<file path="src/hw/rtl/sspt_pkg.sv">
// ----------------------------------------------------------------------------
// sspt_pkg - shared types and constants of the stepper speed pulse tracker
// Mode, direction and item kind codes, sequencer states and the fixed-point
// constants for the step period and the position scaling.
// ----------------------------------------------------------------------------
package sspt_pkg;

  // Step counter width (two's complement, wraps)
  localparam int STEP_BITS = 32;

  // Channel payload widths
  localparam int IN_DATA_W  = 24;  // drive_speed, reset_request, zero fill
  localparam int IN_USER_W  = 2;   // kind
  localparam int OUT_DATA_W = 24;  // position_mm .. mode, zero fill

  // Period numerator and divider geometry
  localparam int              PERIOD_W   = 12;
  localparam logic [PERIOD_W-1:0] PERIOD_NUM = PERIOD_W'(2535);
  localparam int              SPEED_W    = 16;

  // Position scaling, Q16
  localparam int              SCALE_W        = 15;
  localparam logic [SCALE_W-1:0] DRIVE_SCALE_Q16 = SCALE_W'(17594);
  localparam logic [SCALE_W-1:0] STOP_SCALE_Q16  = SCALE_W'(16613);
  localparam int              PROD_W         = 32;
  localparam int              POS_W          = 16;

  // Report distance in steps
  localparam int REPORT_STEPS = 40;

  // Shared iteration counter
  localparam int CNT_W = 4;
  localparam logic [CNT_W-1:0] DIV_LAST = CNT_W'(PERIOD_W - 1);
  localparam logic [CNT_W-1:0] MUL_LAST = CNT_W'(SCALE_W - 1);

  // Item kinds
  localparam logic [1:0] KIND_CMD  = 2'd0;
  localparam logic [1:0] KIND_TICK = 2'd1;
  localparam logic [1:0] KIND_ACK  = 2'd2;

  typedef enum logic [1:0] {
    MODE_RESET = 2'd0,
    MODE_STOP  = 2'd1,
    MODE_DRIVE = 2'd2
  } mode_t;

  typedef enum logic [1:0] {
    DIR_STOPPED  = 2'd0,
    DIR_FORWARD  = 2'd1,
    DIR_BACKWARD = 2'd2
  } dir_t;

  typedef enum logic [4:0] {
    ST_IDLE = 5'b00001,
    ST_DIV  = 5'b00010,
    ST_CHK  = 5'b00100,
    ST_MUL  = 5'b01000,
    ST_OUT  = 5'b10000
  } state_t;

endpackage

</file>
<file path="src/hw/rtl/stepper_speed_pulse_tracker_unit.sv">
// ----------------------------------------------------------------------------
// stepper_speed_pulse_tracker_unit - step pulse generator with position report
// Turns speed commands and timer ticks into step pin toggles, tracks the
// signed step count and reports the travelled distance in millimeters.
// ----------------------------------------------------------------------------
// Usage:
//   in_*  : one item per transfer. in_tuser holds the item kind (command,
//           timer tick, acknowledge); in_tdata holds the signed speed and
//           the reset request bit of a command.
//   out_* : exactly one result per input item, in input order, holding the
//           position in mm, step pin status, direction, report flag and mode.
//   Sequence: a command with nonzero speed runs a restoring divider for the
//   step period, one quotient bit per cycle; every item then runs a
//   shift-and-add multiply for the position, one scale bit per cycle, and
//   the result is registered for output.
//   Items are taken one at a time; in_tready is high only when idle, so a
//   new item is not accepted until the previous result has been transferred.
//   Reset: rst_n clears the control state: reset mode, direction stopped, counts 0.
//   Stall: a result waits in the output register until out_tready; no new
//   item is taken until it has been transferred.
// ----------------------------------------------------------------------------
module stepper_speed_pulse_tracker_unit (
  input  logic                             clk,
  input  logic                             rst_n,
  input  logic                             in_tvalid,
  output logic                             in_tready,
  // [15:0] drive_speed (signed), [16] reset_request, [23:17] zero
  input  logic [sspt_pkg::IN_DATA_W-1:0]   in_tdata,
  // [1:0] kind
  input  logic [sspt_pkg::IN_USER_W-1:0]   in_tuser,
  output logic                             out_tvalid,
  input  logic                             out_tready,
  // [15:0] position_mm (signed), [16] step_toggle, [17] step_level,
  // [18] direction_forward, [19] report_flag, [21:20] mode, [23:22] zero
  output logic [sspt_pkg::OUT_DATA_W-1:0]  out_tdata
);

  import sspt_pkg::*;

  // Control and state registers
  state_t                state_r, state_nxt;
  mode_t                 mode_r, mode_nxt;
  dir_t                  dir_r, dir_nxt;
  logic [PERIOD_W-1:0]   period_r, period_nxt;
  logic [PERIOD_W-1:0]   tick_r, tick_nxt;
  logic [STEP_BITS-1:0]  step_r, step_nxt;
  logic [STEP_BITS-1:0]  last_r, last_nxt;
  logic                  pending_r, pending_nxt;
  logic                  armed_r, armed_nxt;
  logic                  pin_r, pin_nxt;
  logic                  toggle_r, toggle_nxt;
  logic                  stepped_r, stepped_nxt;
  logic [CNT_W-1:0]      cnt_r, cnt_nxt;

  // Datapath registers of the shared divider / multiplier
  logic [SPEED_W-1:0]    divisor_r, divisor_nxt;
  logic [SPEED_W-1:0]    rem_r, rem_nxt;
  logic [PERIOD_W-1:0]   dvd_r, dvd_nxt;
  logic [PROD_W-1:0]     acc_r, acc_nxt;
  logic [PROD_W-1:0]     mcand_r, mcand_nxt;
  logic [SCALE_W-1:0]    scale_r, scale_nxt;
  logic                  neg_r, neg_nxt;
  logic [OUT_DATA_W-1:0] out_data_r, out_data_nxt;

  // Combinational helpers
  logic [1:0]              kind;
  logic signed [SPEED_W-1:0] speed;
  logic                    rst_req;
  logic [SPEED_W-1:0]      speed_mag;
  logic [PERIOD_W-1:0]     tick_inc;
  logic [SPEED_W:0]        trial;
  logic                    trial_ge;
  logic signed [STEP_BITS:0] diff;
  logic [STEP_BITS-1:0]    step_mag;
  logic [PROD_W-1:0]       acc_sum;
  logic [POS_W-1:0]        prod_hi;
  logic [POS_W-1:0]        pos;

  assign kind      = in_tuser[1:0];
  assign speed     = $signed(in_tdata[SPEED_W-1:0]);
  assign rst_req   = in_tdata[SPEED_W];
  assign speed_mag = speed[SPEED_W-1] ? SPEED_W'(-speed) : SPEED_W'(speed);
  assign tick_inc  = tick_r + PERIOD_W'(1);

  // Divider step: shift in the next dividend bit and try a subtract
  assign trial    = {rem_r, dvd_r[PERIOD_W-1]};
  assign trial_ge = trial >= {1'b0, divisor_r};

  // Signed distance since the last report
  assign diff = $signed({step_r[STEP_BITS-1], step_r}) -
                $signed({last_r[STEP_BITS-1], last_r});

  assign step_mag = step_r[STEP_BITS-1] ? -step_r : step_r;

  // Multiplier step: final accumulator and scaled position
  assign acc_sum = scale_r[0] ? acc_r + mcand_r : acc_r;
  assign prod_hi = acc_sum[PROD_W-1:PROD_W-POS_W];
  assign pos     = (mode_r == MODE_RESET) ? '0 : (neg_r ? -prod_hi : prod_hi);

  assign in_tready  = (state_r == ST_IDLE);
  assign out_tvalid = (state_r == ST_OUT);
  assign out_tdata  = out_data_r;

  // Sequencer and state update
  always_comb begin
    state_nxt    = state_r;
    mode_nxt     = mode_r;
    dir_nxt      = dir_r;
    period_nxt   = period_r;
    tick_nxt     = tick_r;
    step_nxt     = step_r;
    last_nxt     = last_r;
    pending_nxt  = pending_r;
    armed_nxt    = armed_r;
    pin_nxt      = pin_r;
    toggle_nxt   = toggle_r;
    stepped_nxt  = stepped_r;
    cnt_nxt      = cnt_r;
    divisor_nxt  = divisor_r;
    rem_nxt      = rem_r;
    dvd_nxt      = dvd_r;
    acc_nxt      = acc_r;
    mcand_nxt    = mcand_r;
    scale_nxt    = scale_r;
    neg_nxt      = neg_r;
    out_data_nxt = out_data_r;

    unique case (state_r)
      ST_IDLE: begin
        if (in_tvalid) begin
          toggle_nxt  = 1'b0;
          stepped_nxt = 1'b0;
          state_nxt   = ST_CHK;
          case (kind)
            KIND_CMD: begin
              if (speed == '0) begin
                mode_nxt = MODE_STOP;
                if (rst_req) begin
                  step_nxt  = '0;
                  last_nxt  = '0;
                  armed_nxt = 1'b1;
                  mode_nxt  = MODE_RESET;
                end
              end else begin
                // Start the period division
                mode_nxt    = MODE_DRIVE;
                dir_nxt     = speed[SPEED_W-1] ? DIR_BACKWARD : DIR_FORWARD;
                divisor_nxt = speed_mag;
                rem_nxt     = '0;
                dvd_nxt     = PERIOD_NUM;
                cnt_nxt     = '0;
                state_nxt   = ST_DIV;
              end
            end
            KIND_TICK: begin
              if (mode_r == MODE_DRIVE) begin
                if (tick_inc >= period_r && dir_r != DIR_STOPPED) begin
                  pin_nxt     = ~pin_r;
                  toggle_nxt  = 1'b1;
                  stepped_nxt = 1'b1;
                  tick_nxt    = '0;
                  if (dir_r == DIR_FORWARD) begin
                    step_nxt = step_r + STEP_BITS'(1);
                  end else begin
                    step_nxt = step_r - STEP_BITS'(1);
                  end
                end else begin
                  tick_nxt = tick_inc;
                end
              end else if (mode_r == MODE_RESET && armed_r) begin
                armed_nxt   = 1'b0;
                pending_nxt = 1'b1;
              end
            end
            KIND_ACK: begin
              pending_nxt = 1'b0;
            end
            default: begin
            end
          endcase
        end
      end

      ST_DIV: begin
        // One quotient bit per cycle, shifted into the period register
        if (trial_ge) begin
          rem_nxt = SPEED_W'(trial - {1'b0, divisor_r});
        end else begin
          rem_nxt = trial[SPEED_W-1:0];
        end
        dvd_nxt    = {dvd_r[PERIOD_W-2:0], 1'b0};
        period_nxt = {period_r[PERIOD_W-2:0], trial_ge};
        cnt_nxt    = cnt_r + CNT_W'(1);
        if (cnt_r == DIV_LAST) begin
          state_nxt = ST_CHK;
        end
      end

      ST_CHK: begin
        // Raise a report after enough travel in the driving direction
        if (stepped_r) begin
          if ((dir_r == DIR_FORWARD && diff >= (STEP_BITS+1)'(REPORT_STEPS)) ||
              (dir_r == DIR_BACKWARD && diff <= -(STEP_BITS+1)'(REPORT_STEPS))) begin
            last_nxt    = step_r;
            pending_nxt = 1'b1;
          end
        end
        // Load the multiplier with the step magnitude and scale
        neg_nxt   = step_r[STEP_BITS-1];
        mcand_nxt = PROD_W'(step_mag);
        acc_nxt   = '0;
        scale_nxt = (mode_r == MODE_DRIVE) ? DRIVE_SCALE_Q16 : STOP_SCALE_Q16;
        cnt_nxt   = '0;
        state_nxt = ST_MUL;
      end

      ST_MUL: begin
        // One scale bit per cycle
        acc_nxt   = acc_sum;
        mcand_nxt = {mcand_r[PROD_W-2:0], 1'b0};
        scale_nxt = {1'b0, scale_r[SCALE_W-1:1]};
        cnt_nxt   = cnt_r + CNT_W'(1);
        if (cnt_r == MUL_LAST) begin
          out_data_nxt = {2'b00, mode_r, pending_r, (dir_r == DIR_FORWARD),
                          pin_r, toggle_r, pos};
          state_nxt    = ST_OUT;
        end
      end

      ST_OUT: begin
        // Hold the result until the transfer completes
        if (out_tready) begin
          state_nxt = ST_IDLE;
        end
      end

      default: begin
        state_nxt = ST_IDLE;
      end
    endcase
  end

  // Control state with reset
  always_ff @(posedge clk) begin
    if (!rst_n) begin
      state_r   <= ST_IDLE;
      mode_r    <= MODE_RESET;
      dir_r     <= DIR_STOPPED;
      period_r  <= '0;
      tick_r    <= '0;
      step_r    <= '0;
      last_r    <= '0;
      pending_r <= 1'b0;
      armed_r   <= 1'b0;
      pin_r     <= 1'b0;
      toggle_r  <= 1'b0;
      stepped_r <= 1'b0;
      cnt_r     <= '0;
    end else begin
      state_r   <= state_nxt;
      mode_r    <= mode_nxt;
      dir_r     <= dir_nxt;
      period_r  <= period_nxt;
      tick_r    <= tick_nxt;
      step_r    <= step_nxt;
      last_r    <= last_nxt;
      pending_r <= pending_nxt;
      armed_r   <= armed_nxt;
      pin_r     <= pin_nxt;
      toggle_r  <= toggle_nxt;
      stepped_r <= stepped_nxt;
      cnt_r     <= cnt_nxt;
    end
  end

  // Datapath registers
  always_ff @(posedge clk) begin
    divisor_r  <= divisor_nxt;
    rem_r      <= rem_nxt;
    dvd_r      <= dvd_nxt;
    acc_r      <= acc_nxt;
    mcand_r    <= mcand_nxt;
    scale_r    <= scale_nxt;
    neg_r      <= neg_nxt;
    out_data_r <= out_data_nxt;
  end

endmodule
</file>
<file path="config.mk">
export PLATFORM = sky130hd
export DESIGN_NAME = stepper_speed_pulse_tracker_unit
export DESIGN_NICKNAME = d
export VERILOG_FILES = /design/src/hw/rtl/sspt_pkg.sv /design/src/hw/rtl/stepper_speed_pulse_tracker_unit.sv
export SDC_FILE = /design/constraint.sdc
export NUM_CORES = 1
export LEC_CHECK = 0
export BUFFER_PORTS_ARGS = -buffer_cell sky130_fd_sc_hd__buf_2
export CORE_ASPECT_RATIO = 1.25
export CORE_UTILIZATION = 55
export DETAILED_ROUTE_END_ITERATION = 8
export PLACE_DENSITY = 0.72
export SETUP_SLACK_MARGIN = 0.05
export SLEW_MARGIN = 15
export SYNTH_ARGS = -nofsm -noshare
export SYNTH_HDL_FRONTEND = slang
export SYNTH_SLANG_ARGS = --single-unit
</file>
<file path="constraint.sdc">
create_clock -name clk -period 7.8 [get_ports clk]
set_input_delay 0.39 -clock clk [delete_from_list [all_inputs] [get_ports clk]]
set_output_delay 0.39 -clock clk [all_outputs]
set_load 0.02 [all_outputs]
</file>
# After elaboration in Yosys (flattened, before gate mapping)
# Index checks and enable logic that the tools add are counted.
[totals]
ff_bits = 251
elab_cells = 158
[op_classes]
n_addsub = 10
magnitude_cmp = 4
n_eq_ne = 32
muxes = 58
bitwise = 2
reduce_logical = 29
[ops]
columns = ["op", "n"]
rows = [
  ["$mux 32", 11],
  ["$pmux 32 s2", 4],
  ["$mux 16", 5],
  ["$mux 12", 4],
  ["$ge 33x7->1 const B", 1],
  ["$le 33x7->1 const B", 1],
  ["$sub 32x32->33", 1],
  ["$add 32x1->32 const B", 1],
  ["$add 32x32->32", 1],
  ["$neg 16->16", 2],
  ["$neg 32->32", 1],
  ["$pmux 16 s2", 1],
  ["$sub 32x1->32 const B", 1],
  ["$pmux 15 s2", 1],
  ["$reduce_and 7->1", 4],
  ["$ne 2x2->1 const B", 13],
  ["$pmux 5 s5", 1],
  ["$pmux 12 s2", 1],
  ["$mux 5", 4],
  ["$reduce_and 4->1", 5],
  ["$ge 17x16->1", 1],
  ["$logic_not 16->1", 1],
  ["$sub 16x16->16", 1],
  ["$mux 15", 1],
  ["31 further kinds", 68],
]

# Longest topological paths before layout
[depth]
word_depth = 7
depth_mapped = 16

# Worst setup path after synthesis
# OpenSTA, ideal clock, no wires.
[synth_timing]
kind = "register to register"
start = "reg step_r[0]"
end = "reg pending_r"
t_arrival_ns = 3.567
required_time_ns = 7.678
slack_ns = 4.111
path_stages_with_launch = 16
path_buffers = 1
cell_sequence = "dfxtp_1 > inv_1 > ha_1 > fa_1 > nor2b_1 > o31ai_1 > a211o_1 > and3_1 > o21ai_1 > a41o_1 > a21oi_1 > or4_1 > o21ai_0 > a21bo_1 > buf_6 > o311a_1"
[synth_via]
elab_chain_len = 6
[synth_rtl]
columns = ["item", "line_no", "rtl"]
rows = [
  ["from (decl)", "stepper_speed_pulse_tracker_unit.sv:46", "logic [STEP_BITS-1:0] step_r, step_nxt;"],
  ["from (signal assigned)", "stepper_speed_pulse_tracker_unit.sv:265", "step_r <= step_nxt;"],
  ["$sub 32x32->33 *", "stepper_speed_pulse_tracker_unit.sv:90", "assign diff = $signed({step_r[STEP_BITS-1], step_r}) -"],
  ["$ge 33x7->1 / $le 33x7->1 (equally long branches)", "stepper_speed_pulse_tracker_unit.sv:202, stepper_speed_pulse_tracker_unit.sv:203", ""],
  ["$logic_and 1x1->1, on equally long branches", "stepper_speed_pulse_tracker_unit.sv:202, stepper_speed_pulse_tracker_unit.sv:203", ""],
  ["$logic_or 1x1->1 *", "stepper_speed_pulse_tracker_unit.sv:202", "if ((dir_r == DIR_FORWARD && diff >= (STEP_BITS+1)'(REPORT_STEPS)) ||"],
  ["$ne 2x2->1 (no source line) *", "--", ""],
  ["$reduce_and 7->1 (no source line) *", "--", ""],
  ["to (signal assigned)", "stepper_speed_pulse_tracker_unit.sv:267", "pending_r <= pending_nxt;"],
  ["to (decl)", "stepper_speed_pulse_tracker_unit.sv:48", "logic pending_r, pending_nxt;"],
]
# Mark *: on every way between the ends. The rest lies on a longest branch, timed or not.
# A chain may end at the register's enable or synchronous reset.

# Final worst setup path
# Ends and elaborated chain as after synthesis.

==> flow_metrics.tcl <==
set metrics [dict create \
    cts_resized 0 \
    outcome "complete, no violations" \
    crit_type "flop to flop" \
    maxCapViolations 0 \
    synth_flop_cell "edfxtp_1" \
    synthXorXnorAreaFrac 0.0713 \
    drive_gt1_frac 0.0730 \
    final_hold_viol_count 0 \
    maxSlewViolCount 0 \
    post-dp-hpwl_microns 29100 \
    whs_ns 0.0872 \
    leakage_nw 7.63 \
    ys_warn_count 0 \
    synth_top_family_by_area "compound AO/OA/AOI/OAI gates" \
    syn_inst 2007 \
    cts_hold_buf 0 \
    numPortBuffers 46 \
    routed_wl_microns 39300 \
    die_height_microns 203 \
    ant_nets 0 \
    h-tree-depth 1 \
    yosysTopAreaCellShare 0.248 \
    synth_seq_cells 251 \
    gp_congestion 0.908 \
    num_rows 73 \
    synth.distinct_cells 90 \
    max-slew-margin-rel 0.261 \
    drtIter0Drc 769 \
    critPathArrivalTime_ns 5.19 \
    synth_edf_count 146 \
    via_per_inst 5.92 \
    critPathLaunchType "flop" \
    synth.area.top_cells "edfxtp_1 (25%), dfxtp_1 (12%), ha_1 (9.0%)" \
    area_growth_pct 7.71 \
    tightestPinTransition_ns 1.11 \
    synth_compound_area_frac 0.201 \
    topRoutingLayerUsed "met4" \
    cts_tree "built" \
    async_reset_ff_frac 0 \
    wl_per_cell_microns 16.1 \
    reg2reg_depth 14 \
    clk_latency_ns 0.54 \
    drc 0 \
    yosysSeqAreaShare 0.367 \
    met2_length_microns 18700 \
    cts_root_buf "clkbuf_16" \
    hold_end "divisor_r[0]$_DFFE_PP_" \
    numCtsBuffers 25 \
    fin_setup_tns_ns 0 \
    rr_endpoint "pending_r$_SDFFE_PN0P_" \
    grt_pass1_vias 13700 \
    synth_area_sq_mm 0.0177 \
    fp.coreArea_sq_mm 0.0317 \
    io_pins 56 \
    rsz0062_at_grt "no" \
    fin_crit_sh 0.610 \
    powerDensity_mw_per_mm2 196 \
    wl_met1_microns 18200 \
    synth_mux_area_frac 0.0262 \
    clock_skew_ns 0.0130 \
    antenna_found_initial 0 \
    cts_sinks 251 \
    track_usage 0.238 \
    grt_pass1_wl_microns 65500 \
    nNetsFinal 2170 \
    drt_pass1_iterations 5 \
    grt_max_degree 77 \
    nFillCells 2743 \
    yosysTopAreaCell "edfxtp_1" \
    die_w_microns 162 \
    fmax_mhz 210 \
    worstHoldStart "in_tdata[0]" \
    synth_area_per_cell_sq_um 8.82 \
    antenna_cells 0 \
    min_period_ns 4.76 \
    setup_viol 0 \
    grt-ovfl-total 0 \
    peakVddDrop_v 0.000211 \
    yosys.area_share.simple 0.196 \
    vias 14400 \
    reg2reg_slack_ns 3.04 \
    r2r_start "step_r[0]$_SDFFE_PN0P_" \
    wl_met3_microns 1130 \
    end_kind "flop" \
    postCtsSetupBuffers 0 \
    dieArea_sq_mm 0.0329 \
    clk_transition_reported_paths_ns 0.07 \
    cts_buffer_depth 3 \
    min_path_type "primary input to flop" \
    hold_depth 1 \
    initial_utilization 0.558 \
    synth_adder_area_share 0.0943 \
    cp.required_ns 8.23 \
    cp_max_fo 33 \
]
-- per-layer routing --
layer | up-vias | track usage
li1 | 7314 | -
met1 | 6825 | 0.310
met2 | 235 | 0.406
met3 | 70 | 0.0194
met4 | 0 | 0.0950
met5 | - | 0
-- metrics by stage --
stage / total power [mW] / worst slack [ns] / cell area, sq um / utilization / std cells
2_1_floorplan: 2.28 / 4.11 / 17700 / - / 2008
3_3_place_gp: 2.45 / 3.07 / 18200 / 0.574 / 2394
3_5_place_dp: 2.48 / 3.03 / 18200 / 0.574 / 2394
4_1_cts: 3.76 / 3.01 / 19100 / 0.601 / 2440
5_1_grt: 3.92 / 2.73 / 19100 / 0.601 / 2440
6_report: 3.74 / 3.04 / 19100 / 0.601 / 2440
-- Yosys cell counts (29+ instances only) --
library cell  count
o31ai_1          33
nand3_1          68
a21o_1           59
a21oi_1         120
nand2b_1         29
xnor2_1          75
nor2_1          134
clkbuf_1         73
mux2i_1          44
ha_1            127
edfxtp_1        146
dfxtp_1         105
xor2_1           69
nand2_1         237
inv_1           102
nor3_1           33
o21ai_0         134
-- where the power goes --
group | total (mW) | internal [mW] | switching, mW | leakage [nW]
logic | 0.900 | 0.341 | 0.559 | 5.06
registers | 1.56 | 1.51 | 0.0500 | 2.15
clock network | 1.28 | 0.750 | 0.530 | 0.421
-- cell usage in the layout, fill, tap and decap left out, types with 11 or more instances in the layout --
cell	instances
a31oi_1	14
and2_1	28
o31ai_1	33
xor2_1	69
o21ai_0	134
o211ai_1	13
nand3_1	68
nand3b_1	20
dfxtp_1	105
nor2b_1	26
o2bb2ai_1	11
nor3_1	33
inv_1	102
clkbuf_16	25
o21a_1	18
nand4_1	22
buf_2	46
a21o_1	59
nor4_1	13
o21bai_1	14
a21oi_1	120
or3_1	15
a211oi_1	16
nand2_1	236
or2_2	11
or4_1	13
a21boi_0	25
buf_4	14
nor2_1	132
nand2b_1	29
ha_1	127
and3_1	19
mux2i_1	44
xnor2_1	75
edfxtp_1	146
-- kinds of logic after synthesis --
kind of cell / Yosys count
AO/OA/AOI/OAI: 540
XOR/XNOR: 144
adder cells (fa/ha/maj): 131
buffers and inverters: 190
flip-flops: 251
multiplexers: 46
other: 1
AND/OR/NAND/NOR: 704
-- how the worst max path moves through the flow --
stage / startpoint / end / slack (ns) / cells past startpoint
2_1_floorplan: step_r[0]$_SDFFE_PN0P_ / pending_r$_SDFFE_PN0P_ / 4.11 / 15
3_3_place_gp: step_r[0]$_SDFFE_PN0P_ / pending_r$_SDFFE_PN0P_ / 3.07 / 14
3_5_place_dp: step_r[0]$_SDFFE_PN0P_ / pending_r$_SDFFE_PN0P_ / 3.03 / 14
4_1_cts: step_r[0]$_SDFFE_PN0P_ / pending_r$_SDFFE_PN0P_ / 3.01 / 14
5_1_grt: step_r[0]$_SDFFE_PN0P_ / pending_r$_SDFFE_PN0P_ / 2.73 / 14
6_report: step_r[0]$_SDFFE_PN0P_ / pending_r$_SDFFE_PN0P_ / 3.04 / 14
-- flip-flops by register name, summed over array words and instances (netlist names) --
signal / count
rem_r: 16
state_r: 5
step_r: 32
armed_r: 1
out_tdata: 22
cnt_r: 4
acc_r: 32
stepped_r: 1
dvd_r: 12
period_r: 12
pending_r: 1
pin_r: 1
mode_r: 2
scale_r: 15
dir_r: 2
last_r: 32
mcand_r: 32
tick_r: 12
divisor_r: 16
neg_r: 1
-- layout make-up --
| class | instances | area [sq um] | area share |
|---|---|---|---|
| Tap cell | 412 | 515 | 0.0270 |
| Clock buffer | 28 | 667 | 0.0350 |
| Multi-Input combinational cell | 1567 | 10500 | 0.549 |
| Timing Repair Buffer | 60 | 335 | 0.0176 |
| Inverter | 104 | 390 | 0.0205 |
| Clock inverter | 18 | 201 | 0.0106 |
| Sequential cell | 251 | 6490 | 0.340 |
-- critical path: stages (launching register included) --
cell and delay, ns:
dfxtp_1 0.36, inv_1 0.20, ha_1 0.23, fa_1 0.22, nor2b_1 0.07, o31ai_1 0.61
a21oi_1 0.18, o21ai_1 0.30, a21boi_0 0.17, nor3b_1 0.27, and4b_1 0.27, nand4_1 0.14
or4_1 0.57, a21bo_2 0.57, o311a_1 0.48
(Power assumes the default switching activity.)
